===== src/hw/rtl/servo_bus_frame_receiver_unit_assert.svh =====
// Assertion macros for the servo bus frame receiver.
// Included by the top level; expects clk and rst in scope.
`ifndef SERVO_BUS_FRAME_RECEIVER_UNIT_ASSERT_SVH
`define SERVO_BUS_FRAME_RECEIVER_UNIT_ASSERT_SVH

// Consequent must hold in the same cycle.
`define SBFR_ASSERT_NOW(lbl, ante, cons, msg) \
  lbl: assert property (@(posedge clk) disable iff (rst) (ante) |-> (cons)) else $error(msg);

// Consequent must hold in the next cycle.
`define SBFR_ASSERT_NEXT(lbl, ante, cons, msg) \
  lbl: assert property (@(posedge clk) disable iff (rst) (ante) |=> (cons)) else $error(msg);

`endif


===== src/hw/rtl/sbfr_pkg.sv =====
// Shared constants and controller/datapath interface types for the
// servo bus frame receiver. No dependencies.
`timescale 1ns / 1ps

package sbfr_pkg;

  localparam logic [7:0] HDR_BYTE       = 8'h55;
  localparam logic [3:0] LEN_POS        = 4'd3;
  localparam logic [7:0] LEN_MIN        = 8'd3;
  localparam logic [7:0] LEN_MAX        = 8'd7;
  localparam logic [3:0] FRAME_OVERHEAD = 4'd3;

  typedef struct packed {
    logic take;
    logic load_reply;
    logic rd_issue;
    logic load_byte;
  } sbfr_cmd_t;

  typedef struct packed {
    logic fetch;
    logic emit_start;
    logic burst_last;
  } sbfr_sts_t;

endpackage


===== src/hw/rtl/sbfr_ctrl.sv =====
// Controller for the servo bus frame receiver: sequences beat intake,
// fetch replies and frame bursts. Depends on sbfr_pkg.
`timescale 1ns / 1ps

module sbfr_ctrl (
  input  logic                clk,
  input  logic                rst,
  input  logic                in_valid,
  output logic                in_ready,
  output logic                out_valid,
  input  logic                out_ready,
  input  sbfr_pkg::sbfr_sts_t sts,
  output sbfr_pkg::sbfr_cmd_t cmd
);
  import sbfr_pkg::*;

  localparam logic [1:0] ST_IDLE  = 2'd0;
  localparam logic [1:0] ST_REPLY = 2'd1;
  localparam logic [1:0] ST_READ  = 2'd2;
  localparam logic [1:0] ST_LOAD  = 2'd3;

  logic [1:0] state;
  logic [1:0] state_next;
  logic       slot_free;

  assign in_ready  = (state == ST_IDLE);
  assign slot_free = !out_valid || out_ready;

  always_comb begin
    state_next     = state;
    cmd            = '0;
    cmd.take       = in_valid && in_ready;
    unique case (state)
      ST_IDLE: begin
        if (cmd.take) begin
          if (sts.fetch) begin
            state_next = ST_REPLY;
          end else if (sts.emit_start) begin
            state_next = ST_READ;
          end
        end
      end
      ST_REPLY: begin
        if (slot_free) begin
          cmd.load_reply = 1'b1;
          state_next     = ST_IDLE;
        end
      end
      ST_READ: begin
        cmd.rd_issue = 1'b1;
        state_next   = ST_LOAD;
      end
      ST_LOAD: begin
        if (slot_free) begin
          cmd.load_byte = 1'b1;
          state_next    = sts.burst_last ? ST_IDLE : ST_READ;
        end
      end
      default: state_next = ST_IDLE;
    endcase
  end

  always_ff @(posedge clk) begin
    if (rst) begin
      state     <= ST_IDLE;
      out_valid <= 1'b0;
    end else begin
      state <= state_next;
      if (cmd.load_reply || cmd.load_byte) begin
        out_valid <= 1'b1;
      end else if (out_ready) begin
        out_valid <= 1'b0;
      end
    end
  end

endmodule


===== src/hw/rtl/sbfr_datapath.sv =====
// Datapath for the servo bus frame receiver: hunt and frame tracking,
// frame byte store, burst counter and output beat register. Depends on sbfr_pkg.
`timescale 1ns / 1ps

module sbfr_datapath #(
  parameter int BUFFER_DEPTH = 16
) (
  input  logic                clk,
  input  logic                rst,
  input  logic                func,
  input  logic [7:0]          rx_byte,
  input  sbfr_pkg::sbfr_cmd_t cmd,
  output sbfr_pkg::sbfr_sts_t sts,
  output logic                kind,
  output logic [7:0]          frame_byte,
  output logic [3:0]          byte_index,
  output logic                last,
  output logic                was_ready
);
  import sbfr_pkg::*;

  localparam int IDX_W = $clog2(BUFFER_DEPTH);

  logic             in_frame;
  logic             in_frame_next;
  logic             header_seen;
  logic             header_seen_next;
  logic [2:0]       expected_len;
  logic [2:0]       expected_len_next;
  logic [3:0]       byte_pos;
  logic [3:0]       byte_pos_next;
  logic             frame_pending;
  logic [3:0]       cnt;
  logic [3:0]       burst_len;
  logic [7:0]       rd_data;
  logic [7:0]       store [BUFFER_DEPTH];
  logic [3:0]       pos;
  logic [3:0]       pos_inc;
  logic             wr_en;
  logic             done;
  logic             rx_take;

  assign rx_take = cmd.take && !func;

  always_comb begin
    in_frame_next     = in_frame;
    header_seen_next  = header_seen;
    expected_len_next = expected_len;
    pos               = byte_pos;
    wr_en             = 1'b0;
    done              = 1'b0;
    if (!in_frame) begin
      if (rx_byte == HDR_BYTE) begin
        if (header_seen) begin
          header_seen_next = 1'b0;
          in_frame_next    = 1'b1;
          pos              = 4'd1;
        end else begin
          header_seen_next = 1'b1;
        end
      end else begin
        header_seen_next = 1'b0;
        pos              = 4'd0;
      end
    end
    pos_inc       = pos + 4'd1;
    byte_pos_next = pos;
    if (in_frame_next) begin
      wr_en = (int'(pos) < BUFFER_DEPTH);
      if (pos == LEN_POS) begin
        expected_len_next = rx_byte[2:0];
        if (rx_byte < LEN_MIN || rx_byte > LEN_MAX) begin
          expected_len_next = LEN_MIN[2:0];
          in_frame_next     = 1'b0;
        end
      end
      byte_pos_next = pos_inc;
      if (pos_inc == {1'b0, expected_len_next} + FRAME_OVERHEAD) begin
        done          = 1'b1;
        in_frame_next = 1'b0;
      end
    end
  end

  assign sts.fetch      = func;
  assign sts.emit_start = !func && done && !frame_pending;
  assign sts.burst_last = (cnt + 4'd1 == burst_len);

  always_ff @(posedge clk) begin
    if (rst) begin
      in_frame      <= 1'b0;
      header_seen   <= 1'b0;
      expected_len  <= 3'd2;
      byte_pos      <= 4'd0;
      frame_pending <= 1'b0;
      cnt           <= 4'd0;
      burst_len     <= 4'd0;
    end else begin
      if (rx_take) begin
        in_frame     <= in_frame_next;
        header_seen  <= header_seen_next;
        expected_len <= expected_len_next;
        byte_pos     <= byte_pos_next;
        if (sts.emit_start) begin
          frame_pending <= 1'b1;
          cnt           <= 4'd0;
          burst_len     <= pos_inc;
        end
      end
      if (cmd.load_reply) begin
        frame_pending <= 1'b0;
      end
      if (cmd.load_byte) begin
        cnt <= cnt + 4'd1;
      end
    end
  end

  always_ff @(posedge clk) begin
    if (rx_take && wr_en) begin
      store[pos[IDX_W-1:0]] <= rx_byte;
    end
    if (cmd.rd_issue) begin
      rd_data <= store[cnt[IDX_W-1:0]];
    end
  end

  always_ff @(posedge clk) begin
    if (cmd.load_reply) begin
      kind       <= 1'b1;
      frame_byte <= 8'd0;
      byte_index <= 4'd0;
      last       <= 1'b1;
      was_ready  <= frame_pending;
    end else if (cmd.load_byte) begin
      kind       <= 1'b0;
      frame_byte <= (cnt == 4'd0) ? HDR_BYTE : rd_data;
      byte_index <= cnt;
      last       <= sts.burst_last;
      was_ready  <= 1'b0;
    end
  end

endmodule


===== src/hw/rtl/servo_bus_frame_receiver_unit.sv =====
// Servo bus frame receiver top level: controller plus datapath.
// Depends on sbfr_pkg, sbfr_ctrl, sbfr_datapath and the assertion macro header.
//
//   channel | handshake           | payload
//   --------+---------------------+------------------------------------------
//   in      | in_valid, in_ready  | func, rx_byte
//   out     | out_valid, out_ready| kind, frame_byte, byte_index, last, was_ready
//
// A received byte that completes no frame leaves the controller idle.
// A fetch is an intake, then loading the reply beat.
// A completed frame of N bytes (6..10) emits N beats unless an earlier frame is
// still pending; each beat is a store read, then a load of the output register.
// The input stalls during a fetch reply or frame burst; those states also hold
// while the output register is full and not taken. Reset clears all control state.
`timescale 1ns / 1ps

`include "servo_bus_frame_receiver_unit_assert.svh"

module servo_bus_frame_receiver_unit #(
  parameter int BUFFER_DEPTH = 16
) (
  input  logic       clk,
  input  logic       rst,
  input  logic       in_valid,
  output logic       in_ready,
  input  logic       func,
  input  logic [7:0] rx_byte,
  output logic       out_valid,
  input  logic       out_ready,
  output logic       kind,
  output logic [7:0] frame_byte,
  output logic [3:0] byte_index,
  output logic       last,
  output logic       was_ready
);
  import sbfr_pkg::*;

  sbfr_cmd_t cmd;
  sbfr_sts_t sts;
  logic      emitting;
  logic      last_load;
  logic      beat_zero;

  sbfr_ctrl u_ctrl (
    .clk       (clk),
    .rst       (rst),
    .in_valid  (in_valid),
    .in_ready  (in_ready),
    .out_valid (out_valid),
    .out_ready (out_ready),
    .sts       (sts),
    .cmd       (cmd)
  );

  sbfr_datapath #(
    .BUFFER_DEPTH (BUFFER_DEPTH)
  ) u_datapath (
    .clk        (clk),
    .rst        (rst),
    .func       (func),
    .rx_byte    (rx_byte),
    .cmd        (cmd),
    .sts        (sts),
    .kind       (kind),
    .frame_byte (frame_byte),
    .byte_index (byte_index),
    .last       (last),
    .was_ready  (was_ready)
  );

  assign emitting  = cmd.rd_issue || cmd.load_byte || cmd.load_reply;
  assign last_load = cmd.load_byte && sts.burst_last;
  assign beat_zero = out_valid && !kind && (byte_index == 4'd0);

  `SBFR_ASSERT_NOW(a_no_take_in_burst, cmd.take, !emitting, "beat taken while emitting")
  `SBFR_ASSERT_NEXT(a_idle_after_last, last_load, in_ready, "not idle after final frame beat")
  `SBFR_ASSERT_NOW(a_ready_only_reply, out_valid && !kind, !was_ready, "was_ready on frame beat")
  `SBFR_ASSERT_NOW(a_header_first, beat_zero, frame_byte == HDR_BYTE, "beat zero is not header")

endmodule

===== config.mk =====
export PLATFORM = sky130hd
export DESIGN_NAME = servo_bus_frame_receiver_unit
export DESIGN_NICKNAME = d
export VERILOG_FILES = /design/src/hw/rtl/sbfr_pkg.sv /design/src/hw/rtl/sbfr_ctrl.sv /design/src/hw/rtl/sbfr_datapath.sv /design/src/hw/rtl/servo_bus_frame_receiver_unit.sv
export VERILOG_INCLUDE_DIRS = /design/src /design/src/hw/rtl
export SDC_FILE = /design/constraint.sdc
export NUM_CORES = 1
export LEC_CHECK = 0
export BUFFER_PORTS_ARGS = -buffer_cell sky130_fd_sc_hd__buf_4
export CORE_ASPECT_RATIO = 0.75
export CORE_MARGIN = 2
export CORE_UTILIZATION = 64
export CTS_BUF_LIST = sky130_fd_sc_hd__clkbuf_2 sky130_fd_sc_hd__clkbuf_4 sky130_fd_sc_hd__clkbuf_8
export DETAILED_ROUTE_END_ITERATION = 10
export GPL_TIMING_DRIVEN = 1
export MAX_ROUTING_LAYER = met4
export PLACE_DENSITY = 0.82
export SETUP_SLACK_MARGIN = 0.4
export SLEW_MARGIN = 25
export SYNTH_ARGS = -nofsm -noshare
export SYNTH_HDL_FRONTEND = slang
export SYNTH_SLANG_ARGS = --single-unit

===== constraint.sdc =====
create_clock -name clk -period 4.4 [get_ports clk]
set_input_delay 0.22 -clock clk [delete_from_list [all_inputs] [get_ports clk]]
set_output_delay 0.22 -clock clk [all_outputs]
set_load 0.03 [all_outputs]

==> impl_metrics.py <==
metrics = {
    "place": {
        "gp_congestion": 0.893,
        "io_buffer_count": 29,
        "hpwl_mm": 9.57,
        "dp_worst_setup_slack_ns": 0.428,
    },
    "power_and_ir_drop": {
        "design_power_total_w": 0.00295,
        "power_frac_seq_pct": 59.7,
        "clockPowerShare_pct": 37.6,
        "comb_power_share_pct": 2.8,
        "switching_power_w": 0.000648,
        "internal_power_w": 0.00230,
        "leakage_nw": 2.56,
        "p_per_area_nw_per_um2": 366,
        "vdd_drop_max_uv": 270,
        "switching_share_pct": 22.0,
    },
    "die": {
        "fp.dieW_um": 127,
        "coreArea_um2": 11000,
        "die-area_um2": 12200,
        "start_util_pct": 66.1,
        "die_y_um": 96.2,
        "row_count": 33,
        "boundaryPins": 30,
    },
    "sta": {
        "fin_crit_ns": 3.60,
        "finalSetupTns_ns": 0,
        "max_freq_mhz": 278,
        "tightestPinTransition_ns": 0.870,
        "slew_viol_final": 0,
        "layout_setup_ws_ns": 0.805,
        "skew_ns": 0.0113,
        "fin_crit_sh_pct": 81.7,
        "timing.hold.ws_ns": 0.0393,
        "finalSetupViolations": 0,
        "finalHoldViolCount": 0,
        "relSlewSlack_pct": 41.9,
        "rsz0062_at_grt": "false",
    },
    "cells_and_area": {
        "n_antenna_cell": 0,
        "syn_to_final_growth_pct": 10.8,
        "drive_gt1_share_pct": 25.6,
        "nNetsFinal": 521,
    },
    "synth": {
        "yosysUniqueCellTypes": 60,
        "yosysMostFrequentCell": "edfxtp_1",
        "async_flop_share_pct": 0,
        "syn_avg_cell_area_um2": 15.6,
        "synth-seq-area-share_pct": 66.3,
        "synth_common_cells": "edfxtp_1 (137), mux4_2 (40), nand2_1 (36)",
        "synth_edf_count": 137,
        "netlist_instances": 465,
        "synth_top_cell_by_area": "edfxtp_1",
        "yosysWarnings": 0,
        "synth-seq-cells": 172,
        "synthesis.area_um2": 7260,
        "synth.top_cell.area_share_pct": 56.7,
        "synthFlopType": "edfxtp_1",
        "synth_area_leaders": "edfxtp_1 (57%), mux4_2 (12%), dfxtp_1 (9.7%), nand2_1 (1.9%), o21ai_0 (1.6%)",
        "syn-num-nets": 484,
    },
    "route": {
        "via_per_inst": 6.45,
        "wl_met1_mm": 6.36,
        "drt_wl_total_mm": 15.2,
        "dr_wl_met3_mm": 1.40,
        "wire_per_inst_um": 23.2,
        "via_count": 4224,
        "postRouteAntennaNets": 0,
        "wl_met2_mm": 7.18,
        "routed.top_layer": "met4",
        "post-route-drc-count": 0,
        "first_iter_violations": 522,
        "first_pass_iters": 5,
    },
    "critical_path": {
        "worst_path_max_delay_cell": "o41ai_2",
        "reg2reg_from": "u_datapath.header_seen$_SDFFE_PP0P_",
        "cp_cell_sequence": "o41ai_2, nand2_1, inv_1, ha_1, o21ai_0, or3_2, a211oi_1, nor3_2, nor3_4, mux2_4",
        "cp.arrival_ns": 3.95,
        "end_kind": "flip-flop",
        "critPathLaunch": "u_datapath.header_seen$_SDFFE_PP0P_",
        "crit_fanout": 7,
        "slowest_delay_ns": 0.58,
        "crit_required_ns": 4.75,
        "cp-start-kind": "flip-flop",
        "crit_type": "flip-flop to flip-flop",
    },
    "clock_network": {
        "post_cts_buffers": 0,
        "path_clk_slew_ns": 0.09,
        "htree_levels": 4,
        "clock-sinks": 172,
        "cts_hold_buf": 0,
        "clk_path_buf_depth": 2,
        "cts-root-buf": "clkbuf_8",
        "numCtsBuffers": 17,
        "ctsResizeCount": 0,
        "cts_tree": "built",
        "insertion_delay_ns": 0.46,
    },
    "min_path": {
        "hp-class": "input port to flip-flop",
        "min_from": "in_valid",
    },
    "grt": {
        "grt_pass1_wl_mm": 23.1,
        "grt_pass1_vias": 3957,
        "grt_util_all_layers_pct": 27.6,
        "gr-total-overflow": 0,
        "grt_max_degree": 38,
        "antenna_found_initial": 0,
    },
    "job": {
        "maxCapViolCount": 0,
    },
    "outcome": {
        "status": "finished clean",
    },
}
-- cells by family (layout without fill, tap and decap cells) --
family / after synthesis / in the layout / synth area share, %
AO/OA/AOI/OAI: 63 / 63 / 6.46
XOR/XNOR: 8 / 8 / 0.965
adder cells (fa/ha/maj): 6 / 6 / 1.03
buffers and inverters: 33 / 83 / 1.79
flip-flops: 172 / 172 / 66.3
multiplexers: 44 / 44 / 13.1
AND/OR/NAND/NOR: 139 / 139 / 10.3
-- power by group through the flow --
| stage | clock (W) | sequential (W) | combinational, W |
|---|---|---|---|
| floorplan | 0 | 0.00181 | 0.0000255 |
| global placement | 0 | 0.00180 | 0.0000780 |
| detailed placement | 0 | 0.00180 | 0.0000808 |
| CTS | 0.00112 | 0.00176 | 0.0000810 |
| global route | 0.00118 | 0.00176 | 0.0000890 |
| finish | 0.00111 | 0.00176 | 0.0000814 |
-- layout by cell type (no fill, tap or decap), types with 6 or more instances in the layout --
cell type	count
buf_4	38
a21oi_1	13
nor2b_1	7
mux4_2	40
nand2_1	36
nand4_1	6
nor2_1	25
edfxtp_1	137
nand3_1	11
clkbuf_8	17
ha_1	6
nor3_1	11
inv_1	11
dfxtp_1	34
and2_1	12
o21ai_0	23
-- stage by stage --
stage	util (%)	cell area [µm²]	std cells
after floorplan	-	7260	465
after global placement	69.6	7640	623
after detailed placement	69.6	7640	623
after CTS	73.2	8040	655
after global routing	73.2	8040	655
final	73.2	8040	655
-- final timing paths --
path	to	cells after the start	slack [ns]
max	u_datapath.burst_len[1]$_SDFFE_PP0P_	10	0.80
min	u_ctrl.state[0]$_SDFFE_PP0P_	3	0.04
max reg2reg	u_datapath.burst_len[1]$_SDFFE_PP0P_	10	0.80
min reg2reg	u_datapath.byte_index[1]$_SDFFE_PP0P_	2	0.44
-- cell type report --
type | count | area, µm²
clock inverters | 14 | 160
inverters | 13 | 51.3
clock buffers | 18 | 241
flip-flops and latches | 172 | 4820
fillers | 685 | 2940
well taps | 140 | 175
multi-input cells | 260 | 2310
repair buffers | 38 | 285
-- sequential cells by signal, summed over array words and instances, names as in the netlist, 2 cells and up --
| register | flops |
|---|---|
| u_datapath.byte_index | 4 |
| u_datapath.expected_len | 3 |
| u_datapath.burst_len | 4 |
| u_datapath.store | 128 |
| u_datapath.rd_data | 8 |
| u_datapath.frame_byte | 8 |
| u_datapath.cnt | 4 |
| u_ctrl.state | 2 |
| u_datapath.byte_pos | 4 |
-- critical path, delay by kind of cell, from the launching register on --
| family | cells | cell delay, ns |
|---|---|---|
| AO/OA/AOI/OAI | 3 | 1.15 |
| buffers and inverters | 1 | 0.12 |
| flip-flops | 1 | 0.38 |
| AND/OR/NAND/NOR | 4 | 1.22 |
| adder cells (fa/ha/maj) | 1 | 0.29 |
| multiplexers | 1 | 0.33 |
-- layer usage --
layer	vias up	track usage (%)
met5	-	-
met4	0	8.24
met3	24	7.67
met2	232	41.9
met1	2077	37.5
li1	1891	-
No activity file was read; power rests on OpenSTA's default activity.
